## config.mk

```make
export PLATFORM = sky130hd
export DESIGN_NAME = split_archive_tail_checker_top_flat
export DESIGN_NICKNAME = d
export VERILOG_FILES = /design/src/sv/sath_pkg.sv /design/src/sv/sath_ifs.sv /design/src/sv/sath_hdr.sv /design/src/sv/sath_vol.sv /design/src/sv/split_archive_tail_checker_top.sv /design/src/flat_wrapper.sv
export SDC_FILE = /design/constraint.sdc
export NUM_CORES = 1
export LEC_CHECK = 0
export BUFFER_PORTS_ARGS = -buffer_cell sky130_fd_sc_hd__buf_2
export CELL_PAD_IN_SITES_DETAIL_PLACEMENT = 1
export CELL_PAD_IN_SITES_GLOBAL_PLACEMENT = 2
export CORE_ASPECT_RATIO = 0.7
export CORE_MARGIN = 2
export CORE_UTILIZATION = 38
export CTS_CLUSTER_SIZE = 30
export DETAILED_ROUTE_END_ITERATION = 8
export HOLD_SLACK_MARGIN = 0.08
export PLACE_DENSITY = 0.8
export SLEW_MARGIN = 25
export SYNTH_ARGS = -nofsm -noshare
export SYNTH_HDL_FRONTEND = slang
export SYNTH_SLANG_ARGS = --single-unit
```

## constraint.sdc

```tcl
create_clock -name i_clk -period 6.6 [get_ports i_clk]
set_input_delay 1.32 -clock i_clk [delete_from_list [all_inputs] [get_ports i_clk]]
set_output_delay 1.32 -clock i_clk [all_outputs]
set_load 0.005 [all_outputs]
```

## src/sv/sath_pkg.sv

```systemverilog
// ----------------------------------------------------------------------------
// sath_pkg
// Types, constants and functions of the split archive tail checker.
// ----------------------------------------------------------------------------
package sath_pkg;

    localparam logic [5:0]  HdrLen      = 6'd32;
    localparam logic [5:0]  SigLen      = 6'd6;
    localparam logic [5:0]  CrcPosFirst = 6'd8;
    localparam logic [5:0]  CrcFirst    = 6'd12;
    localparam logic [5:0]  SizeFirst   = 6'd20;
    localparam logic [5:0]  SizeEnd     = 6'd28;
    localparam logic [31:0] CrcInit     = 32'hFFFF_FFFF;
    localparam logic [31:0] CrcPoly     = 32'hEDB8_8320;
    localparam logic [63:0] AllOnes64   = 64'hFFFF_FFFF_FFFF_FFFF;

    typedef enum logic [2:0] {
        V_TAIL_MISSING = 3'd0,
        V_COMPLETE     = 3'd1,
        V_BAD_SIG      = 3'd2,
        V_CRC_MISMATCH = 3'd3,
        V_SHORT_HDR    = 3'd4,
        V_OVERFLOW     = 3'd5
    } t_verdict;

    typedef struct packed {
        logic        done;
        logic        sig_ok;
        logic        crc_ok;
        logic [63:0] offset;
        logic [63:0] size;
    } t_hdr_stat;

    function automatic logic [7:0] sig_byte(logic [2:0] idx);
        logic [7:0] b;
        case (idx)
            3'd0:    b = 8'h37;
            3'd1:    b = 8'h7A;
            3'd2:    b = 8'hBC;
            3'd3:    b = 8'hAF;
            3'd4:    b = 8'h27;
            3'd5:    b = 8'h1C;
            default: b = 8'h00;
        endcase
        return b;
    endfunction

    function automatic logic [31:0] crc_byte(logic [31:0] crc, logic [7:0] b);
        logic [31:0] c;
        c = crc ^ {24'd0, b};
        for (int k = 0; k < 8; k++) begin
            c = {1'b0, c[31:1]} ^ (c[0] ? CrcPoly : 32'd0);
        end
        return c;
    endfunction

endpackage

```

## src/sv/sath_ifs.sv

```systemverilog
// ----------------------------------------------------------------------------
// sath_ifs
// Valid/ready channels for input items and for results.
// ----------------------------------------------------------------------------
interface sath_in_if;
    logic        valid;
    logic        ready;
    logic        func;
    logic [7:0]  header_byte;
    logic [63:0] volume_size;
    logic        last_volume;

    modport source (output valid, func, header_byte, volume_size, last_volume,
                     input ready);
    modport sink   (input valid, func, header_byte, volume_size, last_volume,
                     output ready);
endinterface

interface sath_out_if;
    logic        valid;
    logic        ready;
    logic [2:0]  verdict;
    logic [63:0] required_size;
    logic [63:0] received_size;

    modport source (output valid, verdict, required_size, received_size,
                     input ready);
    modport sink   (input valid, verdict, required_size, received_size,
                     output ready);
endinterface

```

## src/sv/sath_hdr.sv

```systemverilog
// ----------------------------------------------------------------------------
// sath_hdr
// Start header collector: signature check, CRC-32 and field assembly.
// ----------------------------------------------------------------------------
module sath_hdr (
    input  logic                 i_clk,
    input  logic                 i_rst_n,
    input  logic                 i_en,
    input  logic [7:0]           i_byte,
    input  logic                 i_clear,
    output sath_pkg::t_hdr_stat  o_stat
);

    logic [5:0]  r_count, n_count;
    logic [31:0] r_crc, n_crc;
    logic [31:0] r_stored, n_stored;
    logic        r_sig_ok, n_sig_ok;
    logic [63:0] r_offset, n_offset;
    logic [63:0] r_size, n_size;
    logic [2:0]  rel;

    assign rel = r_count[2:0] - sath_pkg::CrcFirst[2:0];

    always_comb begin
        n_count  = r_count;
        n_crc    = r_crc;
        n_stored = r_stored;
        n_sig_ok = r_sig_ok;
        n_offset = r_offset;
        n_size   = r_size;
        if (i_en && (r_count < sath_pkg::HdrLen)) begin
            n_count = r_count + 6'd1;
            if (r_count < sath_pkg::SigLen) begin
                if (i_byte != sath_pkg::sig_byte(r_count[2:0])) begin
                    n_sig_ok = 1'b0;
                end
            end else if ((r_count >= sath_pkg::CrcPosFirst) &&
                         (r_count < sath_pkg::CrcFirst)) begin
                n_stored[{r_count[1:0], 3'b000} +: 8] = i_byte;
            end
            if (r_count >= sath_pkg::CrcFirst) begin
                n_crc = sath_pkg::crc_byte(r_crc, i_byte);
                if (r_count < sath_pkg::SizeFirst) begin
                    n_offset[{rel, 3'b000} +: 8] = i_byte;
                end else if (r_count < sath_pkg::SizeEnd) begin
                    n_size[{rel, 3'b000} +: 8] = i_byte;
                end
            end
        end
    end

    always_ff @(posedge i_clk) begin
        if (!i_rst_n || i_clear) begin
            r_count  <= '0;
            r_crc    <= sath_pkg::CrcInit;
            r_stored <= '0;
            r_sig_ok <= 1'b1;
            r_offset <= '0;
            r_size   <= '0;
        end else begin
            r_count  <= n_count;
            r_crc    <= n_crc;
            r_stored <= n_stored;
            r_sig_ok <= n_sig_ok;
            r_offset <= n_offset;
            r_size   <= n_size;
        end
    end

    assign o_stat.done   = (r_count == sath_pkg::HdrLen);
    assign o_stat.sig_ok = r_sig_ok;
    assign o_stat.crc_ok = (~r_crc == r_stored);
    assign o_stat.offset = r_offset;
    assign o_stat.size   = r_size;

endmodule

```

## src/sv/sath_vol.sv

```systemverilog
// ----------------------------------------------------------------------------
// sath_vol
// Volume size accumulator and verdict logic.
// ----------------------------------------------------------------------------
module sath_vol (
    input  logic                 i_clk,
    input  logic                 i_rst_n,
    input  logic                 i_en,
    input  logic [63:0]          i_size,
    input  logic                 i_last,
    input  sath_pkg::t_hdr_stat  i_stat,
    output sath_pkg::t_verdict   o_verdict,
    output logic [63:0]          o_expected,
    output logic [63:0]          o_available,
    output logic                 o_clear
);

    logic [63:0] r_sum, n_sum;
    logic        r_ovf, n_ovf;
    logic [64:0] sum_ext;
    logic [64:0] exp1;
    logic [64:0] exp2;
    logic        hdr_ovf;

    assign sum_ext = {1'b0, r_sum} + {1'b0, i_size};
    assign n_ovf   = r_ovf | sum_ext[64];
    assign n_sum   = n_ovf ? sath_pkg::AllOnes64 : sum_ext[63:0];

    assign exp1    = {1'b0, i_stat.offset} + {59'd0, sath_pkg::HdrLen};
    assign exp2    = {1'b0, exp1[63:0]} + {1'b0, i_stat.size};
    assign hdr_ovf = exp1[64] | exp2[64];

    always_comb begin
        o_expected = '0;
        if (!i_stat.done) begin
            o_verdict = sath_pkg::V_SHORT_HDR;
        end else if (!i_stat.sig_ok) begin
            o_verdict = sath_pkg::V_BAD_SIG;
        end else if (!i_stat.crc_ok) begin
            o_verdict = sath_pkg::V_CRC_MISMATCH;
        end else if (hdr_ovf) begin
            o_verdict = sath_pkg::V_OVERFLOW;
        end else begin
            o_expected = exp2[63:0];
            if (n_ovf) begin
                o_verdict = sath_pkg::V_OVERFLOW;
            end else if (n_sum < exp2[63:0]) begin
                o_verdict = sath_pkg::V_TAIL_MISSING;
            end else begin
                o_verdict = sath_pkg::V_COMPLETE;
            end
        end
    end

    assign o_available = n_sum;
    assign o_clear     = i_en && i_last;

    always_ff @(posedge i_clk) begin
        if (!i_rst_n || o_clear) begin
            r_sum <= '0;
            r_ovf <= 1'b0;
        end else if (i_en) begin
            r_sum <= n_sum;
            r_ovf <= n_ovf;
        end
    end

endmodule

```

## src/sv/split_archive_tail_checker_top.sv

```systemverilog
// ----------------------------------------------------------------------------
// split_archive_tail_checker_top
// Checks a split archive start header and the volume sizes against it.
//
//   channel    | dir | payload
//   -----------+-----+------------------------------------------------------
//   i_in_ch    | in  | func, header_byte, volume_size, last_volume
//   o_res_ch   | out | verdict, required_size, received_size
//
// One item is taken per clock unless a stalled result holds it back. The input
// register feeds header, CRC and 64-bit sum logic, then the result register.
// Synchronous active-low reset clears both valid bits and all archive state.
// A stalled result holds the pipeline; the input register still fills once.
// ----------------------------------------------------------------------------
module split_archive_tail_checker_top (
    input  logic            i_clk,
    input  logic            i_rst_n,
    sath_in_if.sink         i_in_ch,
    sath_out_if.source      o_res_ch
);

    logic                 r_in_valid;
    logic                 r_func;
    logic [7:0]           r_byte;
    logic [63:0]          r_vsize;
    logic                 r_last;
    logic                 r_out_valid;
    sath_pkg::t_verdict   r_verdict;
    logic [63:0]          r_expected;
    logic [63:0]          r_available;

    logic                 adv;
    logic                 proc;
    sath_pkg::t_hdr_stat  hdr_stat;
    sath_pkg::t_verdict   verdict;
    logic [63:0]          expected;
    logic [63:0]          available;
    logic                 clear;

    assign adv            = !r_out_valid || o_res_ch.ready;
    assign proc           = r_in_valid && adv;
    assign i_in_ch.ready  = !r_in_valid || adv;

    always_ff @(posedge i_clk) begin
        if (!i_rst_n) begin
            r_in_valid <= 1'b0;
        end else if (i_in_ch.ready) begin
            r_in_valid <= i_in_ch.valid;
        end
    end

    always_ff @(posedge i_clk) begin
        if (i_in_ch.valid && i_in_ch.ready) begin
            r_func  <= i_in_ch.func;
            r_byte  <= i_in_ch.header_byte;
            r_vsize <= i_in_ch.volume_size;
            r_last  <= i_in_ch.last_volume;
        end
    end

    sath_hdr u_hdr (
        .i_clk   (i_clk),
        .i_rst_n (i_rst_n),
        .i_en    (proc && !r_func),
        .i_byte  (r_byte),
        .i_clear (clear),
        .o_stat  (hdr_stat)
    );

    sath_vol u_vol (
        .i_clk       (i_clk),
        .i_rst_n     (i_rst_n),
        .i_en        (proc && r_func),
        .i_size      (r_vsize),
        .i_last      (r_last),
        .i_stat      (hdr_stat),
        .o_verdict   (verdict),
        .o_expected  (expected),
        .o_available (available),
        .o_clear     (clear)
    );

    always_ff @(posedge i_clk) begin
        if (!i_rst_n) begin
            r_out_valid <= 1'b0;
        end else if (adv) begin
            r_out_valid <= clear;
        end
    end

    always_ff @(posedge i_clk) begin
        if (clear) begin
            r_verdict   <= verdict;
            r_expected  <= expected;
            r_available <= available;
        end
    end

    assign o_res_ch.valid         = r_out_valid;
    assign o_res_ch.verdict       = r_verdict;
    assign o_res_ch.required_size = r_expected;
    assign o_res_ch.received_size = r_available;

endmodule

```

## src/flat_wrapper.sv

```systemverilog
// flat-port wrapper written by rule: the top's interface ports become plain ports
module split_archive_tail_checker_top_flat 
  (i_clk, i_rst_n, i_in_ch_valid, i_in_ch_func, i_in_ch_header_byte, i_in_ch_volume_size, i_in_ch_last_volume, i_in_ch_ready, o_res_ch_valid, o_res_ch_verdict, o_res_ch_required_size, o_res_ch_received_size, o_res_ch_ready);
  sath_in_if i_in_ch_i ();
  sath_out_if o_res_ch_i ();
  input  logic i_clk;
  input  logic i_rst_n;
  input wire logic [$bits(i_in_ch_i.valid)-1:0] i_in_ch_valid;
  input wire logic [$bits(i_in_ch_i.func)-1:0] i_in_ch_func;
  input wire logic [$bits(i_in_ch_i.header_byte)-1:0] i_in_ch_header_byte;
  input wire logic [$bits(i_in_ch_i.volume_size)-1:0] i_in_ch_volume_size;
  input wire logic [$bits(i_in_ch_i.last_volume)-1:0] i_in_ch_last_volume;
  output wire logic [$bits(i_in_ch_i.ready)-1:0] i_in_ch_ready;
  output wire logic [$bits(o_res_ch_i.valid)-1:0] o_res_ch_valid;
  output wire logic [$bits(o_res_ch_i.verdict)-1:0] o_res_ch_verdict;
  output wire logic [$bits(o_res_ch_i.required_size)-1:0] o_res_ch_required_size;
  output wire logic [$bits(o_res_ch_i.received_size)-1:0] o_res_ch_received_size;
  input wire logic [$bits(o_res_ch_i.ready)-1:0] o_res_ch_ready;
  assign i_in_ch_i.valid = i_in_ch_valid;
  assign i_in_ch_i.func = i_in_ch_func;
  assign i_in_ch_i.header_byte = i_in_ch_header_byte;
  assign i_in_ch_i.volume_size = i_in_ch_volume_size;
  assign i_in_ch_i.last_volume = i_in_ch_last_volume;
  assign i_in_ch_ready = i_in_ch_i.ready;
  assign o_res_ch_valid = o_res_ch_i.valid;
  assign o_res_ch_verdict = o_res_ch_i.verdict;
  assign o_res_ch_required_size = o_res_ch_i.required_size;
  assign o_res_ch_received_size = o_res_ch_i.received_size;
  assign o_res_ch_i.ready = o_res_ch_ready;
  split_archive_tail_checker_top u_core (.i_clk(i_clk), .i_rst_n(i_rst_n), .i_in_ch(i_in_ch_i), .o_res_ch(o_res_ch_i));
endmodule
```

==> results of run 1 <==
power breakdown:
group	internal (mW)	switching, mW
registers	3.13	0.0528
logic	0.336	0.623
clock network	1.80	1.24
sequential cells by signal (all words and copies together), names as in the netlist:
signal and flops:
u_core.o_res_ch.required_size 64, u_core.u_hdr.r_offset 64, u_core.u_hdr.r_count 6, u_core.u_vol.r_ovf 1, u_core.r_vsize 64, u_core.o_res_ch.received_size 64, u_core.r_last 1, u_core.r_byte 8
u_core.u_vol.r_sum 64, u_core.o_res_ch.verdict 3, u_core.r_in_valid 1, u_core.u_hdr.r_size 64, u_core.o_res_ch.valid 1, u_core.u_hdr.r_crc 32, u_core.u_hdr.r_stored 32, u_core.r_func 1
u_core.u_hdr.r_sig_ok 1
area by class of cell:
class | count | share of cell area [%]
timing repair buffer | 246 | 4.34
multi-input combinational | 2428 | 49.1
clock inverter | 26 | 0.986
inverter | 51 | 0.616
sequential | 471 | 36.5
tap | 966 | 3.84
clock buffer | 67 | 4.58
logic make-up (layout without fill, tap and decap cells):
logic type	Yosys count	count (layout)	share of synthesized area, %
adder cells (fa/ha/maj)	210	210	9.56
multiplexers	45	45	1.63
buffers and inverters	205	390	2.93
flip-flops	471	471	41.5
AO/OA/AOI/OAI	746	746	16.7
XOR/XNOR	284	284	9.02
AND/OR/NAND/NOR	1143	1143	18.6
routing by layer:
metal	track usage (%)	up-vias	routed length, microns
met3	3.52	102	4850
met4	4.80	0	1500
met5	0	-	0
met1	37.2	11928	47500
met2	39.4	576	42500
li1	-	11404	-
worst max-delay path by stage:
| stage | startpoint | end | slack [ns] | cells past startpoint |
|---|---|---|---|---|
| floorplan | u_core.u_hdr.r_offset[7]$_SDFFE_PP0P_ | u_core.o_res_ch.verdict[0]$_SDFFCE_PN0P_ | 1.35 | 29 |
| global placement | u_core.u_hdr.r_offset[7]$_SDFFE_PP0P_ | u_core.o_res_ch.verdict[0]$_SDFFCE_PN0P_ | 0.15 | 26 |
| detailed placement | u_core.u_hdr.r_offset[7]$_SDFFE_PP0P_ | u_core.o_res_ch.verdict[0]$_SDFFCE_PN0P_ | 0.03 | 26 |
| CTS | u_core.u_hdr.r_offset[7]$_SDFFE_PP0P_ | u_core.o_res_ch.verdict[0]$_SDFFCE_PN0P_ | 0.13 | 26 |
| global route | u_core.u_hdr.r_offset[8]$_SDFFE_PP0P_ | u_core.o_res_ch.verdict[0]$_SDFFCE_PN0P_ | 0.008 | 26 |
| finish | u_core.r_vsize[0]$_DFFE_PP_ | u_core.o_res_ch.verdict[0]$_SDFFCE_PN0P_ | 0.41 | 21 |
through the flow:
stage                     hold WS, ns  cell area [sq um]  power [mW]  utilization [%]  setup slack [ns]
after floorplan                 0.441              27600        3.84                -              1.35
after global placement          0.448              29600        4.15             41.2             0.150
after detailed placement        0.457              29600        4.19             41.2            0.0317
after CTS                       0.470              31400        7.24             43.7             0.132
after global routing            0.490              31500        7.46             43.8           0.00819
final                           0.464              31500        7.18             43.8             0.412
synthesized netlist by cell type (all sizes together) (15+ instances only):
master and number:
a31oi 26, edfxtp 205, nor2 402, inv 51, and2 23, buf 19
nand2b 33, o21bai 28, nand3 83, ha 208, nor2b 15, nor4 17
a21oi 321, xor2 115, mux2i 44, o211ai 46, o21ai 125, nand2 311
and3 30, a21o 87, xnor2 169, nand4 71, clkbuf 135, nor3 124
dfxtp 266
worst max-delay path, delay by kind of cell, from the launching register on:
| family | cells | cell delay [ns] |
|---|---|---|
| buf+inv | 1 | 0.20 |
| simple gates | 3 | 0.47 |
| flops | 1 | 0.41 |
| compound gates | 14 | 3.74 |
| fa+ha+maj | 3 | 1.05 |
repair_timing:
item / in CTS / in global routing
setup endpoints to repair: 1 / 1
setup buffers: 0 / 1
pin swaps: 0 / 2
resized for setup: 1 / 19
==> flow_metrics.tcl, run 1 <==
set metrics [dict create \
    outcome "finished clean" \
    end_kind "flip-flop" \
    h-tree-depth 2 \
    leakage_nw 12.4 \
    start_util_pct 38.5 \
    avgSynthCellArea_sq_um 8.91 \
    period_share_pct 93.8 \
    cts_buffers 50 \
    reg2reg_depth 21 \
    insertion_delay_ns 0.61 \
    ff_latch_area_sq_um 11500 \
    cts-root-buf "clkbuf_16" \
    cp_slowest_cell "o21a_2" \
    drc 0 \
    stdcell_count 4255 \
    worstPathArrival_ns 6.52 \
    cpMostUsedCell "o21ai_0" \
    die-area_sq_um 75000 \
    maxCapViolCount 0 \
    r2r_slack_ns 0.41 \
    yosysTopAreaCellShare_pct 22.3 \
    nets 3536 \
    dp_hpwl_microns 73300 \
    peakVddDrop_v 0.000174 \
    drt_wl_total_microns 96300 \
    hold_start "u_core.u_vol.r_sum[12]$_SDFFE_PP0P_" \
    cts_sinks 471 \
    drtPass1Iterations 5 \
    synth_edf_count 205 \
    num_vias 24010 \
    synth_cells 3104 \
    fin_skew_ns 0.0172 \
    hold_viol 0 \
    gp_congestion 0.908 \
    drive_above_1_share_pct 11.2 \
    grt_max_degree 207 \
    finalSetupViolCount 0 \
    worst-path-max-fanout 13 \
    layout_commonest_cell "nor2_1" \
    rsz0062_at_grt "no" \
    setup.worst_path.class "reg -> reg" \
    die_width_microns 326 \
    hold_class "reg -> reg" \
    fin_setup_tns_ns 0 \
    report.final.slew_viol_count 0 \
    slew_headroom_pct 27.8 \
    hold_path_end "u_core.u_vol.r_sum[12]$_SDFFE_PP0P_" \
    synth_area_sq_um 27600 \
    placed_cells 4161 \
    synth_seq_cells 471 \
    cts.clk_slew.worst_paths_ns 0.06 \
    crit_required_ns 6.93 \
    ioPinCount 211 \
    synth_warnings 0 \
    n_antenna_cell 0 \
    ys_async_sr_fraction_pct 0 \
    n_fill_cell 8354 \
    synth_largest_area_cell "edfxtp_1" \
    multi_input_area_sq_um 15500 \
    worst_pin_slew_ns 1.08 \
    cp_slowest_stage_delay_ns 0.48 \
    clk_path_buf_depth 3 \
    viasPerCell 5.64 \
    power_density_nw_per_um2 228 \
    synthToLayoutAreaGrowth_pct 13.8 \
    synth_cell_types 81 \
    cp-start-kind "flip-flop" \
    grt_pass1_vias 24451 \
    hold_buffers 0 \
    dominantRegCellSynth "dfxtp_1" \
    grt.total_usage_pct 25.2 \
    drt_iter0_drc 1662 \
    io_buffer_count 210 \
    synth_nets 3392 \
    min_period_ns 6.19 \
    wl_per_cell_microns 22.6 \
    holdPathStages 2 \
    grt.overflow.total 0 \
    grt_pass1_wl_microns 148000 \
    ant_nets 0 \
    timing.rr.start "u_core.r_vsize[0]$_DFFE_PP_" \
    core.rowCount 82 \
    synth-seq-area-share_pct 41.5 \
    rr_endpoint "u_core.o_res_ch.verdict[0]$_SDFFCE_PN0P_" \
    crit_chain "ha_1, fa_1, a211oi_1, o21ai_1, o211ai_1, a21oi_1, a32o_1, nor3_1, o21a_2, buf_12, nand2_1, ha_1, a21oi_1, nor2b_1, o21ai_0, o21ai_0, a2111oi_0, o21ai_0, o2bb2ai_1, o21ai_1, a31oi_1" \
    cts_tree "yes" \
    fmax_ghz 0.162 \
    mostFrequentLayoutCells "398 x nor2_1, 319 x a21oi_1, 310 x nand2_1, 265 x dfxtp_1, 210 x buf_2" \
    die_y_microns 230 \
    antenna_found_initial 2 \
    synth_area_leaders "edfxtp_1 22%, dfxtp_1 19%, ha_1 9.4%" \
    core_area_sq_um 71800 \
]
Note: power is estimated with default switching activity, not from simulation.
==> run 2, diff against run 1 <==
ABC_AREA = 1   (was not set)
CORE_UTILIZATION = 37   (was 38)
PLACE_DENSITY = 0.81   (was 0.8)
==> run 2 against run 1 <==
Net effect:
- design area rose by 5.2%
- highest routed layer unchanged
- non-clock buffer count increased by 26
- clock power is 3% higher
- flip-flop and latch count stayed put
- register-to-register slack gained 0.12 ns
- clock-buffer cell count is 3 lower
- die area increased by 6.8%
- critical path depth is 11 higher
- worst setup slack gained 0.12 ns
- critical path type unchanged
- combinational power up 9%
==> flow_metrics.tcl, run 2 <==
set metrics [dict create \
    synth_warnings 0 \
    core_area_sq_um 76900 \
    synth_commonest_cells "524 x nand2_1, 484 x nor2_1, 471 x inv_1" \
    cp_slowest_cell "dfxtp_1" \
    drc 0 \
    grt_pass1_vias 26375 \
    synth.most_common_cell "nand2_1" \
    min_period_ns 6.06 \
    synth_cells 3688 \
    maxCapViolCount 0 \
    synth_largest_area_cell "edfxtp_1" \
    synth_cell_types 56 \
    gp_congestion 0.979 \
    outcome "finished clean" \
    ys_async_sr_fraction_pct 0 \
    cts_sinks 471 \
    start_util_pct 37.4 \
    timing.rr.start "u_core.u_hdr.r_offset[6]$_SDFFE_PP0P_" \
    synth_area_leaders "edfxtp_1 21%, dfxtp_1 19%, ha_1 9.0%" \
    synth_fa_ha_area_share_pct 9.18 \
    p_sw_mw 2.11 \
    power_frac_seq_pct 43.1 \
    cts_tree "yes" \
    slew_headroom_pct 30.3 \
    synth_seq_cells 471 \
    finalPower_mw 7.35 \
    synth_edf_count 205 \
    drtPass1Iterations 6 \
    fin_skew_ns 0.0457 \
    worst_pin_slew_ns 1.04 \
    layout_commonest_cell "nand2_1" \
    io_buffer_count 210 \
    grt_max_degree 120 \
    period_share_pct 91.9 \
    reg2reg_depth 32 \
    viasPerCell 5.46 \
    worst-path-max-fanout 6 \
    critPathBufInv 3 \
    leakage_nw 14.0 \
    num_vias 27337 \
    cts-root-buf "clkbuf_16" \
    finalSetupViolCount 0 \
    holdPathStages 2 \
    cpMostUsedCell "nand2_1" \
    hold_buffers 0 \
    power_density_nw_per_um2 222 \
    yosysTopAreaCellShare_pct 21.4 \
    yosys.area_share.simple_pct 18.9 \
    synth_area_sq_um 28800 \
    cp_slowest_stage_delay_ns 0.39 \
    report.final.slew_viol_count 0 \
    wl_per_cell_microns 23.9 \
    rr_endpoint "u_core.o_res_ch.verdict[0]$_SDFFCE_PN0P_" \
    p_int_mw 5.24 \
    power_switching_share_pct 28.7 \
    grt.overflow.total 0 \
    p_comb_share_pct 14.2 \
    ant_nets 0 \
    path_delay_family "simple AND/OR/NAND/NOR gates" \
    die_width_microns 337 \
    drive_above_1_share_pct 10.3 \
    crit_required_ns 6.99 \
    synthMuxAreaShare_pct 0 \
    drt_wl_total_microns 120000 \
    core.rowCount 85 \
    hold_path_end "u_core.u_hdr.r_offset[4]$_SDFFE_PP0P_" \
    synth-seq-area-share_pct 39.9 \
    cts.clk_slew.worst_paths_ns 0.07 \
    dominantRegCellSynth "dfxtp_1" \
    avgSynthCellArea_sq_um 7.80 \
    insertion_delay_ns 0.66 \
    hold_viol 0 \
    end_kind "flip-flop" \
    synth_top_family_by_area "simple AND/OR/NAND/NOR gates" \
    clk_path_buf_depth 3 \
    fmax_ghz 0.165 \
    r2r_slack_ns 0.54 \
    die_y_microns 237 \
    mostFrequentLayoutCells "523 x nand2_1, 478 x nor2_1, 467 x inv_1, 357 x a21oi_1, 341 x o21ai_0" \
    nets 4210 \
    synth-compound-area-share_pct 18.1 \
    ioPinCount 211 \
    dp_hpwl_microns 95900 \
    setup.worst_path.class "reg -> reg" \
    synth_xor_area_share_pct 6.30 \
    hold_class "reg -> reg" \
    synth_nets 3976 \
    grt.total_usage_pct 29.6 \
    grt_pass1_wl_microns 176000 \
    cp-start-kind "flip-flop" \
    peakVddDrop_v 0.000175 \
    h-tree-depth 2 \
    cts_buffers 51 \
    hold_slack_ns 0.454 \
    antenna_found_initial 12 \
    synthToLayoutAreaGrowth_pct 15.1 \
    drt_iter0_drc 2749 \
    die-area_sq_um 80000 \
    hold_start "u_core.u_hdr.r_offset[4]$_SDFFE_PP0P_" \
    p_clk_share_pct 42.7 \
    worstPathArrival_ns 6.45 \
]
-- run 2: what timing repair did --
item                       in CTS  in global routing
setup endpoints to repair       0                  1
buffers inserted                0                  0
gates resized for setup         0                 14
-- run 2: cells by family after synthesis --
kind of cell / count (synthesis)
AO/OA/AOI/OAI: 931
adder cells (fa/ha/maj): 210
flip-flops: 471
buffers and inverters: 566
AND/OR/NAND/NOR: 1303
XOR/XNOR: 207
-- run 2: worst max path at each step --
stage | end | cells past startpoint | from | slack [ns]
after floorplan | u_core.o_res_ch.verdict[0]$_SDFFCE_PN0P_ | 33 | u_core.u_hdr.r_offset[7]$_SDFFE_PP0P_ | 1.78
after global placement | u_core.o_res_ch.verdict[0]$_SDFFCE_PN0P_ | 33 | u_core.u_hdr.r_offset[5]$_SDFFE_PP0P_ | 0.41
after detailed placement | u_core.o_res_ch.verdict[0]$_SDFFCE_PN0P_ | 33 | u_core.u_hdr.r_offset[5]$_SDFFE_PP0P_ | 0.29
after CTS | u_core.o_res_ch.verdict[0]$_SDFFCE_PN0P_ | 33 | u_core.u_hdr.r_offset[5]$_SDFFE_PP0P_ | 0.22
after global routing | u_core.o_res_ch.verdict[0]$_SDFFCE_PN0P_ | 34 | u_core.u_hdr.r_offset[7]$_SDFFE_PP0P_ | -0.005
final | u_core.o_res_ch.verdict[0]$_SDFFCE_PN0P_ | 32 | u_core.u_hdr.r_offset[6]$_SDFFE_PP0P_ | 0.54
-- run 2: per-layer routing --
layer  GRT usage (%)  share of wire, %  up-vias  wire, microns
li1                -                 -    12968              -
met1            49.7                53    13335          63700
met2            37.1                36      967          43000
met3            7.37                10       67          11900
met4            3.53              0.81        0            969
met5               0                 0        -              0
-- run 2: through the flow --
step	instance area (sq um)	setup TNS [ns]	std cells	worst slack [ns]	utilization (%)
after detailed placement	31300	0	4913	0.288	40.7
after global placement	31300	0	4913	0.410	40.7
after CTS	33000	0	5008	0.220	43.0
after floorplan	28800	0	3688	1.78	-
after global routing	33100	-0.00527	5008	-0.00527	43.1
final	33100	0	5010	0.537	43.1
-- run 2: power groups by stage --
stage | sequential, mW | combinational, mW | clock [mW]
2_1_floorplan | 3.22 | 0.604 | 0
3_3_place_gp | 3.23 | 0.994 | 0
3_5_place_dp | 3.23 | 1.01 | 0
4_1_cts | 3.17 | 1.02 | 3.17
5_1_grt | 3.17 | 1.15 | 3.29
6_report | 3.17 | 1.04 | 3.14
-- run 2: area by class of cell --
class	count	area, sq um
inverters	475	1790
multi-input cells	2651	15200
clock inverters	31	368
flip-flops and latches	471	11500
fillers	9429	43800
diodes	2	5.00
well taps	1044	1310
repair buffers	272	1550
clock buffers	64	1420
-- run 2: worst reg2reg max path: cells and delay by family, from the launching register on --
| family | cells | cell delay [ns] |
|---|---|---|
| XOR/XNOR | 2 | 0.47 |
| buffers and inverters | 3 | 0.29 |
| flip-flops | 1 | 0.39 |
| adder cells (fa/ha/maj) | 2 | 0.64 |
| AND/OR/NAND/NOR | 18 | 2.70 |
| AO/OA/AOI/OAI | 7 | 1.32 |
==> run 3, diff against run 2 <==
RECOVER_POWER = 100   (was not set)
==> run 3 against run 2 <==
Net effect:
- the flow now finishes with violations (max-capacitance violations, max-slew violations)
- die area is the same
- fmax shrank 0.56%
- register-to-register slack lost 0.03 ns
- critical path depth shrank 10
- total power shrank 0.16%
- combinational power is essentially flat
- worst setup slack lost 0.034 ns
- flip-flop and latch count is the same
- worst hold slack gained 0.00091 ns
- wire length grew 0.15%
- first-iteration DRC count grew 1.6%
- sequential share of layout area grew 0.21 points
- critical endpoint is now u_core.o_res_ch.required_size[48]$_SDFFCE_PP0P_
==> flow_metrics.tcl, run 3 (same netlist as run 2, synthesis figures left out) <==
set metrics [dict create \
    outcome "finished, violations left" \
    violations "max-capacitance violations, max-slew violations" \
    drtPass1Iterations 6 \
    n_fill_cell 9473 \
    cts_tree "yes" \
    crit_required_ns 6.96 \
    fmax_ghz 0.164 \
    grt.total_usage_pct 29.6 \
    grt_max_degree 120 \
    cts.clk_slew.worst_paths_ns 0.07 \
    ant_nets 0 \
    period_share_pct 92.4 \
    num_vias 27371 \
    hold_buffers 0 \
    antenna_found_initial 12 \
    dp_hpwl_microns 95900 \
    dpl_worst_slack_ns 0.288 \
    insertion_delay_ns 0.66 \
    fin_setup_tns_ns 0 \
    gp_congestion 0.979 \
    grt.overflow.total 0 \
    viasPerCell 5.46 \
    fin_skew_ns 0.0472 \
    crit_chain "inv_1, nor4_1, inv_1, nor2_1, inv_1, nor3_1, nand3_1, nor2_1, nand2_1, xor2_1, inv_1, ha_1, a21o_1, a31oi_1, o21ai_0, a31oi_1, nand3_1, nand3_1, nand4_1, or2_2, clkbuf_4, nor2_1" \
    leakage_nw 13.8 \
    slew_headroom_pct -167 \
    cts_sinks 471 \
    die-area_sq_um 80000 \
    worst-path-max-fanout 64 \
    hold_class "reg -> reg" \
    nets 4210 \
    cts_setup_buffers 0 \
    start_util_pct 37.4 \
    placed_cells 4913 \
    critPathBufInv 5 \
    worst_pin_slew_ns 4.01 \
    wl_per_cell_microns 23.9 \
    maxCapViolCount 7 \
    peakVddDrop_v 0.000174 \
    drt_wl_total_microns 120000 \
    clk_path_buf_depth 3 \
    finalSetupViolCount 0 \
    hold_viol 0 \
    min_period_ns 6.10 \
    ioPinCount 211 \
    core.rowCount 85 \
    mostFrequentLayoutCells "524 x nand2_1, 480 x nor2_1, 467 x inv_1, 357 x a21oi_1, 344 x o21ai_0" \
    path_delay_family "simple AND/OR/NAND/NOR gates" \
    core_area_sq_um 76900 \
    grt_pass1_vias 26375 \
    io_buffer_count 210 \
    cpMostUsedCell "inv_1" \
    cp_slowest_stage_delay_ns 0.63 \
    die_width_microns 337 \
    cts-root-buf "clkbuf_16" \
    cts_resized 0 \
    drt_iter0_drc 2792 \
    cp-start-kind "flip-flop" \
    cts_buffers 51 \
    worstPathArrival_ns 6.45 \
    die_y_microns 237 \
    hold_slack_ns 0.455 \
    grt_pass1_wl_microns 176000 \
    report.final.slew_viol_count 455 \
    setup.worst_path.class "reg -> reg" \
    synthToLayoutAreaGrowth_pct 14.4 \
    power_density_nw_per_um2 223 \
    fin_ws_ns 0.503 \
    cp_slowest_cell "nor2_1" \
    end_kind "flip-flop" \
    layout_commonest_cell "nand2_1" \
    h-tree-depth 2 \
    stdcell_count 5009 \
    drc 0 \
    drive_above_1_share_pct 7.69 \
]
[run 3: cell count changes in the layout (fill, tap and decap cells not counted), sizes merged]
cell / delta
clkinvlp: +3
inv: -2
diode: -1
clkbuf: +99
buf: -99
clkinv: -1
[run 3: final cells by class]
class | instances | area [sq um] | area share (%)
Multi-Input combinational cell | 2651 | 15200 | 46.1
Sequential cell | 471 | 11500 | 34.9
Inverter | 475 | 1790 | 5.43
Clock buffer | 64 | 1420 | 4.30
Timing Repair Buffer | 272 | 1370 | 4.17
Tap cell | 1044 | 1310 | 3.97
Clock inverter | 31 | 368 | 1.12
Antenna cell | 1 | 2.50 | 0.00760
[run 3: worst reg2reg max path: stages, from the launching register on]
cell,delay [ns]
dfxtp_1,0.36
inv_1,0.11
nor4_1,0.42
inv_1,0.11
nor2_1,0.11
inv_1,0.09
nor3_1,0.39
nand3_1,0.26
nor2_1,0.39
nand2_1,0.12
xor2_1,0.19
inv_1,0.09
ha_1,0.32
a21o_1,0.20
a31oi_1,0.21
o21ai_0,0.11
a31oi_1,0.16
nand3_1,0.22
nand3_1,0.26
nand4_1,0.24
or2_2,0.34
clkbuf_4,0.46
nor2_1,0.68
[run 3: worst paths after layout]
| check | startpoint | end | slack [ns] | depth (start not counted) |
|---|---|---|---|---|
| setup / recovery | u_core.u_hdr.r_offset[25]$_SDFFE_PP0P_ | u_core.o_res_ch.required_size[48]$_SDFFCE_PP0P_ | 0.50 | 22 |
| setup reg to reg | u_core.u_hdr.r_offset[25]$_SDFFE_PP0P_ | u_core.o_res_ch.required_size[48]$_SDFFCE_PP0P_ | 0.50 | 22 |
| hold reg to reg | u_core.u_hdr.r_offset[4]$_SDFFE_PP0P_ | u_core.u_hdr.r_offset[4]$_SDFFE_PP0P_ | 0.45 | 2 |
| hold / removal | u_core.u_hdr.r_offset[4]$_SDFFE_PP0P_ | u_core.u_hdr.r_offset[4]$_SDFFE_PP0P_ | 0.45 | 2 |
[run 3: through the flow]
stage / utilization (%) / cell area (sq um) / power, mW
final: 42.8 / 32900 / 7.34
after global routing: 42.8 / 32900 / 7.61
after CTS: 43.0 / 33000 / 7.36
after detailed placement: 40.7 / 31300 / 4.24
after global placement: 40.7 / 31300 / 4.22
after floorplan: - / 28800 / 3.82
[run 3: report_power, final]
group / switching (mW) / internal, mW / total (mW)
logic: 0.732 / 0.304 / 1.04
registers: 0.0410 / 3.13 / 3.17
clock network: 1.33 / 1.80 / 3.13
[run 3: metal layers]
layer	GRT usage (%)	part of all wire [%]	up-vias
met4	3.53	0.81	0
met3	7.37	10	69
met2	37.1	36	980
li1	-	-	12968
met1	49.7	53	13354
met5	0	0	-
